[src/hw/rtl/prq_pkg.sv]
`timescale 1ns / 1ps
// Package for the pending request queue: sizes, codes, entry type, helpers.
// Used by prq_csr and the core; depends on nothing.
package prq_pkg;

   localparam int QUEUE_DEPTH = 16;
   localparam int PTR_W = $clog2(QUEUE_DEPTH);
   localparam int CNT_W = $clog2(QUEUE_DEPTH + 1);
   localparam int SUM_W = PTR_W + 1;

   localparam int CSR_IDX_W = 2;
   localparam int CSR_DAT_W = 8;
   localparam logic [CSR_IDX_W-1:0] CSR_MAX_PENDING = 2'd0;
   localparam logic [CSR_IDX_W-1:0] CSR_AGE_CUTOFF = 2'd1;

   localparam logic [1:0] CMD_ADD = 2'd0;
   localparam logic [1:0] CMD_TAKE = 2'd1;
   localparam logic [1:0] CMD_REMOVE = 2'd2;

   localparam logic [2:0] ST_ACCEPTED = 3'd0;
   localparam logic [2:0] ST_FULL = 3'd1;
   localparam logic [2:0] ST_POPPED = 3'd2;
   localparam logic [2:0] ST_EMPTY = 3'd3;
   localparam logic [2:0] ST_REMOVED = 3'd4;
   localparam logic [2:0] ST_NOTFOUND = 3'd5;
   localparam logic [2:0] ST_CULLED = 3'd6;

   typedef struct packed {
      logic [15:0] id;
      logic [15:0] handle;
      logic [31:0] stamp;
   } entry_type;

   typedef struct packed {
      logic [4:0] max_pending;
      logic [7:0] age_cutoff;
   } cfg_type;

   // head + offset, offset at most QUEUE_DEPTH, folded back into the ring
   function automatic logic [PTR_W-1:0] ring_pos(input logic [PTR_W-1:0] head,
                                                 input logic [CNT_W-1:0] offs);
      logic [SUM_W-1:0] s;
      s = SUM_W'(head) + SUM_W'(offs);
      if (s >= SUM_W'(QUEUE_DEPTH)) begin
         s = s - SUM_W'(QUEUE_DEPTH);
      end
      return s[PTR_W-1:0];
   endfunction

endpackage

[src/hw/rtl/prq_ram.sv]
`timescale 1ns / 1ps
// Generic single-write, single-read RAM with registered read data.
// No dependencies.
module prq_ram #(
   parameter int WIDTH = 8,
   parameter int DEPTH = 16
) (
   input  logic                     clock,
   input  logic                     we,
   input  logic [$clog2(DEPTH)-1:0] waddr,
   input  logic [WIDTH-1:0]         wdata,
   input  logic [$clog2(DEPTH)-1:0] raddr,
   output logic [WIDTH-1:0]         rdata
);

   logic [WIDTH-1:0] mem [DEPTH];

   always_ff @(posedge clock) begin
      if (we) begin
         mem[waddr] <= wdata;
      end
      rdata <= mem[raddr];
   end

endmodule

[src/hw/rtl/prq_csr.sv]
`timescale 1ns / 1ps
// Configuration registers of the pending request queue.
// Depends on prq_pkg.
module prq_csr (
   input  logic                          clock,
   input  logic                          reset,
   input  logic                          wr_en,
   input  logic [prq_pkg::CSR_IDX_W-1:0] wr_index,
   input  logic [prq_pkg::CSR_DAT_W-1:0] wr_data,
   output prq_pkg::cfg_type              cfg
);

   prq_pkg::cfg_type cfg_ff;

   always_ff @(posedge clock) begin
      if (reset) begin
         cfg_ff.max_pending <= 5'd16;
         cfg_ff.age_cutoff <= 8'd5;
      end else if (wr_en) begin
         case (wr_index)
            prq_pkg::CSR_MAX_PENDING: cfg_ff.max_pending <= wr_data[4:0];
            prq_pkg::CSR_AGE_CUTOFF: cfg_ff.age_cutoff <= wr_data;
            default: ;
         endcase
      end
   end

   assign cfg = cfg_ff;

endmodule

[src/hw/rtl/pending_request_queue_with_aging_core.sv]
`timescale 1ns / 1ps
// Pending request queue with aging: entries kept in a ring buffer in one RAM.
// Add/take: an add may then cull old entries at the head (check, reread each).
// Remove: scans entries for the id, then moves each entry behind the hole up a
// slot (read, then write); the RAM has one read port. One transaction at a time.
// Synchronous reset empties the queue and loads max_pending 16, age_cutoff 5.
// Depends on prq_pkg, prq_ram, prq_csr.
module pending_request_queue_with_aging_core (
   input  logic                          clock,
   input  logic                          reset,
   input  logic                          req_valid,
   output logic                          req_ready,
   input  logic [1:0]                    req_cmd,
   input  logic [15:0]                   req_request_id,
   input  logic [15:0]                   req_payload_handle,
   input  logic [31:0]                   req_now_time,
   output logic                          rsp_valid,
   input  logic                          rsp_ready,
   output logic [2:0]                    rsp_status,
   output logic [15:0]                   rsp_out_id,
   output logic [15:0]                   rsp_out_handle,
   output logic                          rsp_last,
   input  logic                          csr_valid,
   output logic                          csr_ready,
   input  logic [prq_pkg::CSR_IDX_W-1:0] csr_index,
   input  logic [prq_pkg::CSR_DAT_W-1:0] csr_wdata
);

   localparam logic [2:0] S_IDLE = 3'd0;
   localparam logic [2:0] S_TAKE = 3'd1;
   localparam logic [2:0] S_CULL_CK = 3'd2;
   localparam logic [2:0] S_CULL_RD = 3'd3;
   localparam logic [2:0] S_SCAN_CK = 3'd4;
   localparam logic [2:0] S_SCAN_RD = 3'd5;
   localparam logic [2:0] S_SH_RD = 3'd6;
   localparam logic [2:0] S_SH_WR = 3'd7;

   prq_pkg::cfg_type cfg;

   logic [2:0] state_ff, state_in;
   logic [prq_pkg::PTR_W-1:0] hd_ff, hd_in;
   logic [prq_pkg::CNT_W-1:0] cnt_ff, cnt_in;
   logic [prq_pkg::CNT_W-1:0] idx_ff, idx_in;
   logic [15:0] rid_ff, rid_in;
   logic [31:0] now_ff, now_in;

   logic rsp_valid_ff, rsp_valid_in;
   logic [2:0] status_ff, status_in;
   logic [15:0] oid_ff, oid_in;
   logic [15:0] ohnd_ff, ohnd_in;
   logic last_ff, last_in;

   logic we;
   logic [prq_pkg::PTR_W-1:0] waddr, raddr;
   prq_pkg::entry_type wdata, rdata;

   logic out_free, accept, at_limit, old, match;
   logic [31:0] age;
   logic [prq_pkg::CNT_W-1:0] idx_nx;

   assign csr_ready = 1'b1;

   prq_csr u_csr (
      .clock   (clock),
      .reset   (reset),
      .wr_en   (csr_valid),
      .wr_index(csr_index),
      .wr_data (csr_wdata),
      .cfg     (cfg)
   );

   prq_ram #(
      .WIDTH($bits(prq_pkg::entry_type)),
      .DEPTH(prq_pkg::QUEUE_DEPTH)
   ) u_ram (
      .clock(clock),
      .we   (we),
      .waddr(waddr),
      .wdata(wdata),
      .raddr(raddr),
      .rdata(rdata)
   );

   assign out_free = !rsp_valid_ff || rsp_ready;
   assign req_ready = (state_ff == S_IDLE) && out_free;
   assign accept = req_valid && req_ready;
   assign at_limit = (32'(cnt_ff) >= 32'(cfg.max_pending))
                  || (cnt_ff == prq_pkg::CNT_W'(prq_pkg::QUEUE_DEPTH));
   assign age = now_ff - rdata.stamp;
   assign old = !age[31] && (age[30:0] >= 31'(cfg.age_cutoff));
   assign match = (rdata.id == rid_ff);
   assign idx_nx = idx_ff + prq_pkg::CNT_W'(1);

   always_comb begin
      state_in = state_ff;
      hd_in = hd_ff;
      cnt_in = cnt_ff;
      idx_in = idx_ff;
      rid_in = rid_ff;
      now_in = now_ff;
      rsp_valid_in = rsp_valid_ff && !rsp_ready;
      status_in = status_ff;
      oid_in = oid_ff;
      ohnd_in = ohnd_ff;
      last_in = last_ff;
      we = 1'b0;
      waddr = prq_pkg::ring_pos(hd_ff, cnt_ff);
      wdata.id = req_request_id;
      wdata.handle = req_payload_handle;
      wdata.stamp = req_now_time;
      raddr = hd_ff;

      case (state_ff)
         S_IDLE: begin
            if (accept) begin
               rid_in = req_request_id;
               now_in = req_now_time;
               oid_in = 16'd0;
               ohnd_in = 16'd0;
               last_in = 1'b1;
               case (req_cmd)
                  prq_pkg::CMD_ADD: begin
                     if (cnt_ff == '0) begin
                        we = 1'b1;
                        cnt_in = prq_pkg::CNT_W'(1);
                        rsp_valid_in = 1'b1;
                        status_in = prq_pkg::ST_ACCEPTED;
                     end else if (at_limit) begin
                        rsp_valid_in = 1'b1;
                        status_in = prq_pkg::ST_FULL;
                     end else begin
                        we = 1'b1;
                        cnt_in = cnt_ff + prq_pkg::CNT_W'(1);
                        state_in = S_CULL_CK;
                     end
                  end
                  prq_pkg::CMD_TAKE: begin
                     if (cnt_ff == '0) begin
                        rsp_valid_in = 1'b1;
                        status_in = prq_pkg::ST_EMPTY;
                     end else begin
                        state_in = S_TAKE;
                     end
                  end
                  prq_pkg::CMD_REMOVE: begin
                     idx_in = '0;
                     if (cnt_ff == '0) begin
                        rsp_valid_in = 1'b1;
                        status_in = prq_pkg::ST_NOTFOUND;
                     end else begin
                        state_in = S_SCAN_CK;
                     end
                  end
                  default: ;
               endcase
            end
         end
         S_TAKE: begin
            if (out_free) begin
               rsp_valid_in = 1'b1;
               status_in = prq_pkg::ST_POPPED;
               oid_in = rdata.id;
               ohnd_in = rdata.handle;
               last_in = 1'b1;
               hd_in = prq_pkg::ring_pos(hd_ff, prq_pkg::CNT_W'(1));
               cnt_in = cnt_ff - prq_pkg::CNT_W'(1);
               state_in = S_IDLE;
            end
         end
         S_CULL_CK: begin
            if (out_free) begin
               rsp_valid_in = 1'b1;
               ohnd_in = 16'd0;
               if ((cnt_ff > prq_pkg::CNT_W'(1)) && old) begin
                  status_in = prq_pkg::ST_CULLED;
                  oid_in = rdata.id;
                  last_in = 1'b0;
                  hd_in = prq_pkg::ring_pos(hd_ff, prq_pkg::CNT_W'(1));
                  cnt_in = cnt_ff - prq_pkg::CNT_W'(1);
                  state_in = S_CULL_RD;
               end else begin
                  status_in = prq_pkg::ST_ACCEPTED;
                  oid_in = 16'd0;
                  last_in = 1'b1;
                  state_in = S_IDLE;
               end
            end
         end
         S_CULL_RD: begin
            state_in = S_CULL_CK;
         end
         S_SCAN_CK: begin
            raddr = prq_pkg::ring_pos(hd_ff, idx_ff);
            if (match) begin
               if (out_free) begin
                  rsp_valid_in = 1'b1;
                  status_in = prq_pkg::ST_REMOVED;
                  oid_in = rdata.id;
                  ohnd_in = rdata.handle;
                  last_in = 1'b1;
                  state_in = S_SH_RD;
               end
            end else if (idx_nx < cnt_ff) begin
               idx_in = idx_nx;
               state_in = S_SCAN_RD;
            end else if (out_free) begin
               rsp_valid_in = 1'b1;
               status_in = prq_pkg::ST_NOTFOUND;
               oid_in = 16'd0;
               ohnd_in = 16'd0;
               last_in = 1'b1;
               state_in = S_IDLE;
            end
         end
         S_SCAN_RD: begin
            raddr = prq_pkg::ring_pos(hd_ff, idx_ff);
            state_in = S_SCAN_CK;
         end
         S_SH_RD: begin
            if (idx_nx < cnt_ff) begin
               raddr = prq_pkg::ring_pos(hd_ff, idx_nx);
               state_in = S_SH_WR;
            end else begin
               cnt_in = cnt_ff - prq_pkg::CNT_W'(1);
               state_in = S_IDLE;
            end
         end
         S_SH_WR: begin
            we = 1'b1;
            waddr = prq_pkg::ring_pos(hd_ff, idx_ff);
            wdata = rdata;
            idx_in = idx_nx;
            state_in = S_SH_RD;
         end
         default: state_in = S_IDLE;
      endcase
   end

   always_ff @(posedge clock) begin
      if (reset) begin
         state_ff <= S_IDLE;
         hd_ff <= '0;
         cnt_ff <= '0;
         rsp_valid_ff <= 1'b0;
      end else begin
         state_ff <= state_in;
         hd_ff <= hd_in;
         cnt_ff <= cnt_in;
         rsp_valid_ff <= rsp_valid_in;
      end
   end

   always_ff @(posedge clock) begin
      idx_ff <= idx_in;
      rid_ff <= rid_in;
      now_ff <= now_in;
      status_ff <= status_in;
      oid_ff <= oid_in;
      ohnd_ff <= ohnd_in;
      last_ff <= last_in;
   end

   assign rsp_valid = rsp_valid_ff;
   assign rsp_status = status_ff;
   assign rsp_out_id = oid_ff;
   assign rsp_out_handle = ohnd_ff;
   assign rsp_last = last_ff;

endmodule
[config.mk]
export PLATFORM = sky130hd
export DESIGN_NAME = pending_request_queue_with_aging_core
export DESIGN_NICKNAME = d
export VERILOG_FILES = /design/src/hw/rtl/prq_pkg.sv /design/src/hw/rtl/prq_ram.sv /design/src/hw/rtl/prq_csr.sv /design/src/hw/rtl/pending_request_queue_with_aging_core.sv
export SDC_FILE = /design/constraint.sdc
export NUM_CORES = 2
export LEC_CHECK = 0
export BUFFER_PORTS_ARGS = -buffer_cell sky130_fd_sc_hd__buf_2
export CAP_MARGIN = 25
export CORE_MARGIN = 1
export CORE_UTILIZATION = 50
export DETAILED_ROUTE_END_ITERATION = 8
export GPL_TIMING_DRIVEN = 0
export HOLD_SLACK_MARGIN = 0.02
export PLACE_DENSITY = 0.66
export SLEW_MARGIN = 20
export SYNTH_ARGS = -nofsm -noshare
export SYNTH_HDL_FRONTEND = slang
export SYNTH_SLANG_ARGS = --single-unit
[constraint.sdc]
create_clock -name clock -period 8.35 [get_ports clock]
set_input_delay 0.4175 -clock clock [delete_from_list [all_inputs] [get_ports clock]]
set_output_delay 0.4175 -clock clock [all_outputs]
set_load 0.01 [all_outputs]
After elaboration in Yosys (flattened, before gate mapping)
Memories as Yosys holds them, arrays and structs flattened. A register that Yosys moved wholly into a read port is not among the register bits. Index checks and enable logic that the tools add are counted.

Bits in writable memories: 1024. Flip-flop bits (word level): 115. Output and inout port bits: 39. Input port bits: 81. Memories: 1. ROM bits: 0. Bits in latches: 0.

Memory list: u_ram.mem (depth 16, width 64, read ports 1, clocked after memory_dff 1, write ports 1, line prq_ram.sv:16) `logic [WIDTH-1:0] mem [DEPTH];`.

Shift-type cells: 0. Divide/modulo/power cells: 0. $lt $le $gt $ge: 8. Reduce and logical (&&, ||, !) cells: 32. Equality and inequality tests: 34. Add/sub/neg operators: 12. Bitwise gates (word level): 0. Multipliers: 0. Multiplexer cells: 90.

Operators with widths (count): 16-bit 2-to-1 mux (11); 16-bit one-hot mux with 4 select lines (2); 3-bit 2-to-1 mux (23); 64-bit 2-to-1 mux (1); 5-bit 2-to-1 mux (12); 4-bit 2-to-1 mux (9); 32-bit subtractor (1); 31-bit by 8-bit greater-or-equal comparator with 1-bit output (1); 3-bit inequality test, second input constant (10); 3-bit one-hot mux with 8 select lines (1); 5-bit greater-or-equal comparator, second input constant (4); 5-bit one-hot mux with 4 select lines (1); 1-bit 2-to-1 mux (19); 3-bit one-hot mux with 3 select lines (2); 16-bit equality test (1); 4-bit one-hot mux with 2 select lines (2); 8-bit AND reduction (2); 4-bit by 1-bit subtractor with 4-bit output, second input constant (4); 4-bit by 5-bit adder with 5-bit output (3); 5-bit one-hot mux with 3 select lines (1); 2-bit inequality test, second input constant (7); 3-bit equality test, second input constant (4); 3-bit one-hot mux with 4 select lines (1); 11-bit AND reduction (1); other kinds (33) (53).

Longest topological paths before layout
Depth after elaboration: 9. Gate-level depth with buffers: 18. Mapped depth without buffers: 18.

By module
Synthesis repeated with hierarchy kept, for this count alone.

Cells, all modules: 2658. Area, all modules: 48709.2 um^2.

By module, submodules not included: prq_ram (area an instance 39583.0 um^2, cells each 1647, times used 1, sequential area each 32030.7 um^2); pending_request_queue_with_aging_core (area an instance 8546.9 um^2, cells each 955, times used 1, sequential area each 2932.8 um^2); prq_csr (area an instance 579.3 um^2, cells each 56, times used 1, sequential area each 260.2 um^2).

Worst setup path after synthesis
Ideal clock, no wire load.

Path type: reg-to-reg. Start: register state_ff[0]. End: memory u_ram.mem[1][0] (netlist bit) (enable). Arrival time: 5.453 ns. Setup slack: 2.411 ns. Path buffers: 1. Clock period less this slack: 5.939 ns. Stages on the path, launching flop included: 8. Required time: 7.864 ns. Cell sequence: dfxtp_1 > clkbuf_1 > nor3_1 > and3_1 > o2111ai_1 > nand2_1 > o21ai_0 > nor2_1.

Cells in the longest elaborated chain, start to end: 7. Elaborated cells between the ends (all ways): 9. Those cells by class: 1 x eq/ne; 5 x mux; 3 x reduce/logical.

Ends and longest elaborated chain: start: declaration (line pending_request_queue_with_aging_core.sv:40) `logic [2:0] state_ff, state_in;`; start signal: assignment (line pending_request_queue_with_aging_core.sv:246) `state_ff <= state_in;`; 3-bit logical NOT (line pending_request_queue_with_aging_core.sv:85, pending_request_queue_with_aging_core.sv:113); 1-bit logical AND (line pending_request_queue_with_aging_core.sv:85) `assign req_ready = (state_ff == S_IDLE) && out_free;`; 1-bit logical AND (line pending_request_queue_with_aging_core.sv:86) `assign accept = req_valid && req_ready;`; 1-bit 2-to-1 mux (line pending_request_queue_with_aging_core.sv:115) `if (accept) begin`; 1-bit one-hot mux with 2 select lines (line pending_request_queue_with_aging_core.sv:113) `case (state_ff)`; 1-bit 2-to-1 mux (line prq_ram.sv:19) `if (we) begin`; 1-bit 2-to-1 mux (not written as such) (line prq_ram.sv:20) `mem[waddr] <= wdata;`; end: declaration (line prq_ram.sv:16).

Parallel ways exist; a longest one is shown, timed or not.

Worst setup path after layout
Start: register now_ff[0]. End: register oid_ff[3] (netlist: rsp_out_id[3]), data pin.

Cells in the longest elaborated chain, start to end: 7. Elaborated cells between the ends (all ways): 8. Those cells by class: 1 x add/sub; 1 x order compare; 3 x mux; 3 x reduce/logical.

Ends and longest elaborated chain: start: declaration (line pending_request_queue_with_aging_core.sv:45) `logic [31:0] now_ff, now_in;`; start signal: assignment (line pending_request_queue_with_aging_core.sv:256) `now_ff <= now_in;`; 32-bit subtractor (*) (line pending_request_queue_with_aging_core.sv:89) `assign age = now_ff - rdata.stamp;`; 31-bit by 8-bit greater-or-equal comparator with 1-bit output or 1-bit logical NOT (tied branches) (line pending_request_queue_with_aging_core.sv:90) `assign old = !age[31] && (age[30:0] >= 31'(cfg.age_cutoff));`; 1-bit logical AND (*) (line pending_request_queue_with_aging_core.sv:90); 1-bit logical AND (*) (line pending_request_queue_with_aging_core.sv:174) `if ((cnt_ff > prq_pkg::CNT_W'(1)) && old) begin`; 16-bit 2-to-1 mux (*) (line pending_request_queue_with_aging_core.sv:174); 16-bit 2-to-1 mux (*) (line pending_request_queue_with_aging_core.sv:171) `if (out_free) begin`; 16-bit one-hot mux with 4 select lines (*) (line pending_request_queue_with_aging_core.sv:113); via oid_in[3] (line pending_request_queue_with_aging_core.sv:49) `logic [15:0] oid_ff, oid_in;`; end signal: assignment (line pending_request_queue_with_aging_core.sv:258) `oid_ff <= oid_in;`; end: declaration (line pending_request_queue_with_aging_core.sv:49).

Mark *: on every way through the listed nets, which the timed path passes. The rest lies on a longest branch. The select of a mux whose other input is x is not followed. A chain may end at the register's enable or synchronous reset.

==> summary.md <==
| Metric | Value |
|---|---|
| Run status | `finished clean` |
| CP peak stage delay | `0.61 ns` |
| CP Capture Type | `register` |
| Die Ht | `313 um` |
| CTS Buf Count | `114` |
| Mapped Area | `48400 um2` |
| Worst slew margin | `27.1%` |
| Slew @ Worst Pin | `around 1.1 ns` |
| # diodes | `0` |
| Post-synth cell types | `just under 80` |
| Die area | `98000 um2` |
| Via count | `27.5k` |
| Starting Density | `between 50% and 60%` |
| CTS tree | `yes` |
| GRT Util Overall | `25.9%` |
| Final slew viol count | `0` |
| Power per cell area | `roughly 250 nW/um2` |
| Clock latency on the worst-skew pair | `0.70 ns` |
| Detail Placement HPWL | `84400 um` |
| RSZ-0062 raised after global routing | `no` |
| Synth area leaders | `edfxtp_1 69%, mux4_2 12%, dfxtp_1 3.7%, a22oi_1 2.3%, nand2_1 2.0%` |
| Fin Clk Skew | `0.0414 ns` |
| Final hold violation count | `0` |
| Critical path launch point type | `register` |
| Final setup viols | `0` |
| Rows | `about 110` |
| Drc violations | `0` |
| GRT overflow | `0` |
| Slowest-stage cell, CP | `a21oi_1` |
| Routed Antenna Nets | `0` |
| Post-synth EDFFs | `1113` |
| CP Max Fanout | `10` |
| Post-synth ARST share | `0%` |
| Chip width | `313 um` |
| GPL Wtd Cong | `roughly 0.84` |
| Core area | `95400 um2` |
| Hold buffers post-CTS | `between 50 and 60` |
| Hold crit path type | `input port to register` |
| Ratio of cells with drive above 1 in the final layout | `a little under a quarter` |
| Final wirelength | `126000 um` |
| Total I/O pin count | `120` |
| Period minus WS final | `5.75 ns` |
| Nets | `between 3k and 4k` |
| Pre-Repair DR Iteration Count | `8` |
| Crit path kind | `register to register` |
| P&R area growth vs syn | `17.8%` |
| Register area share after synthesis | `72.8%` |
| PnR Total Power | `14.0 mW` |
| VDD IR max | `between 0.15 and 0.2 mV` |
| Port bufs | `118` |
| Area leader, netlist | `edfxtp_1` |
| CTS Sinks | `about 1.2k` |
| First-pass GRT wire length | `185000 um` |
| CTS Buffer Depth | `3` |
| Setup TNS | `0 ns` |
| Most common cell after layout, fill and taps aside | `edfxtp_1` |
| Crit path cell chain | `inv_1 > ha_1 > nand2b_1 > a21oi_1 > nor2_1 > o21ai_0 > xor2_1 > ha_1 > a21oi_1 > o221ai_1 > a2111oi_1 > o2111ai_1 > a2111oi_2 > nand4_1 > or3_4 > a31o_4 > buf_6 > a22o_1` |
| Yosys synthesis warning count | `0` |
| WP data arrival | `6.20 ns` |
| Routed len/inst | `28.2 um` |
| Drt via density | `6.15` |
| Initial antenna violation count | `2` |
| Final Core Density | `59.7%` |
| P_leak | `a little under 20 nW` |
| Initial drt markers | `3067` |
| Max H-tree Level | `3` |
| Yosys reg bits | `about 1.2k` |
| Syn Inst Count | `2712` |
| Final Cycle Share | `~69%` |
| Post_cts resized | `0` |
| Worst EP required | `8.80 ns` |
| Vias in the first global route | `about 28k` |
| Largest net degree at the start of global routing | `34` |
| Setup Fix Bufs, Post-CTS | `0` |
| Most frequent cells in the layout | `1113 x edfxtp_1, 262 x nand2_1, 252 x mux4_2` |
| CTS clk-pin slew, worst paths | `0.07 ns` |
| Clock root buffer | `clkbuf_16` |
| Final Cell Area | `about 57000 um2` |
| Max-cap violations | `0` |
| Synth Area per Inst | `17.8 um2` |
| Cell Area, Placed | `52400 um2` |
| Post-synth top flop | `edfxtp_1` |
| Synth top area share | `69.1%` |
| Fillers | `roughly 6.9k` |
| Syn Nets | `~2.9k` |
| Fmax | `about 170 MHz` |
==> critical path: cells and delay by family, from the launching register on <==
family	cells	cell delay [ns]
flip-flops	1	0.33
XOR/XNOR	1	0.13
AND/OR/NAND/NOR	4	1.33
buffers and inverters	2	0.25
adder cells (fa/ha/maj)	2	0.56
AO/OA/AOI/OAI	9	2.90
==> power by group <==
group,switching [mW],total [mW],leakage [nW],internal [mW]
Clock,2.26,5.27,1.86,3.02
Combinational,1.12,1.84,6.79,0.723
Sequential,0.103,6.88,10.8,6.78
Total,3.48,14.0,19.5,10.5
==> stage by stage <==
step	cells	hold slack [ns]	setup WS [ns]
finish	4469	0.0697	2.60
global route	4469	0.0419	2.53
CTS	4455	0.0291	2.62
detailed placement	4181	0.484	2.60
global placement	4095	0.470	-2.92
floorplan	2712	0.450	2.41
==> layer usage <==
metal  up-vias  global-route usage (%)  part of all wire (%)
met4         0                    7.56                   2.7
met5         -                       0                     0
met1     14400                    36.5                    41
met2      1226                    41.8                    48
li1      11700                       -                     -
met3       186                    4.38                   7.7
==> cell families (layout without fill, tap and decap cells) <==
family | after synthesis | count (layout) | synth area share [%]
muxes | 277 | 277 | 12.3
adders and majority gates | 72 | 72 | 1.92
other | 1 | 1 | 0.00775
xor gates and xnor gates | 45 | 45 | 0.815
AOI/OAI and AO/OA | 420 | 420 | 6.02
and+or+nand+nor | 490 | 490 | 4.42
buffers and inverters | 204 | 696 | 1.74
DFF | 1203 | 1203 | 72.8
==> registers in the layout, summed over array words and instances, names as in the netlist <==
name,cells
rsp_last,1
rsp_out_id,16
hd_ff,4
now_ff,32
rsp_out_handle,16
u_ram.rdata,64
u_csr.cfg,13
rid_ff,16
state_ff,3
cnt_ff,5
u_ram.mem,1024
rsp_status,3
rsp_valid,1
idx_ff,5
==> cell usage after synthesis (11+ instances only) <==
master    instances
nand2_1         262
nor4_1           12
nor2b_1          13
a21o_1           11
nor3_1           23
buf_1            13
mux4_2          252
mux2i_1          23
ha_1             67
buf_2            26
o21a_1           16
a22o_1           17
nand3_1          15
nand2b_1         16
inv_1            72
edfxtp_1       1113
dfxtp_1          90
clkbuf_1         86
a22oi_1         145
nand4_1          13
xor2_1           12
nor2_1          100
a21oi_1          59
xnor2_1          33
o21ai_0          83
==> path summary, 6_finish.rpt <==
check	from	endpoint	slack [ns]	cells past startpoint
worst min register to register	u_csr.cfg[1]$_SDFFE_PP0P_	u_csr.cfg[1]$_SDFFE_PP0P_	0.50	2
worst max-delay path	now_ff[0]$_DFFE_PP_	rsp_out_id[3]$_DFFE_PP_	2.60	18
worst min-delay path	reset	state_ff[1]$_SDFFE_PP0P_	0.07	2
worst max register to register	now_ff[0]$_DFFE_PP_	rsp_out_id[3]$_DFFE_PP_	2.60	18
==> final cells by class <==
type	count	area (um2)	area share (%)
multi-input combinational	1305	12500	21.9
inverter	72	270	0.474
sequential	1203	35200	61.8
buffer	132	578	1.01
timing repair buffer	274	2990	5.25
tap	1265	1580	2.78
clock inverter	73	782	1.37
clock buffer	145	3070	5.39
Power figures use the tool's default switching activity.
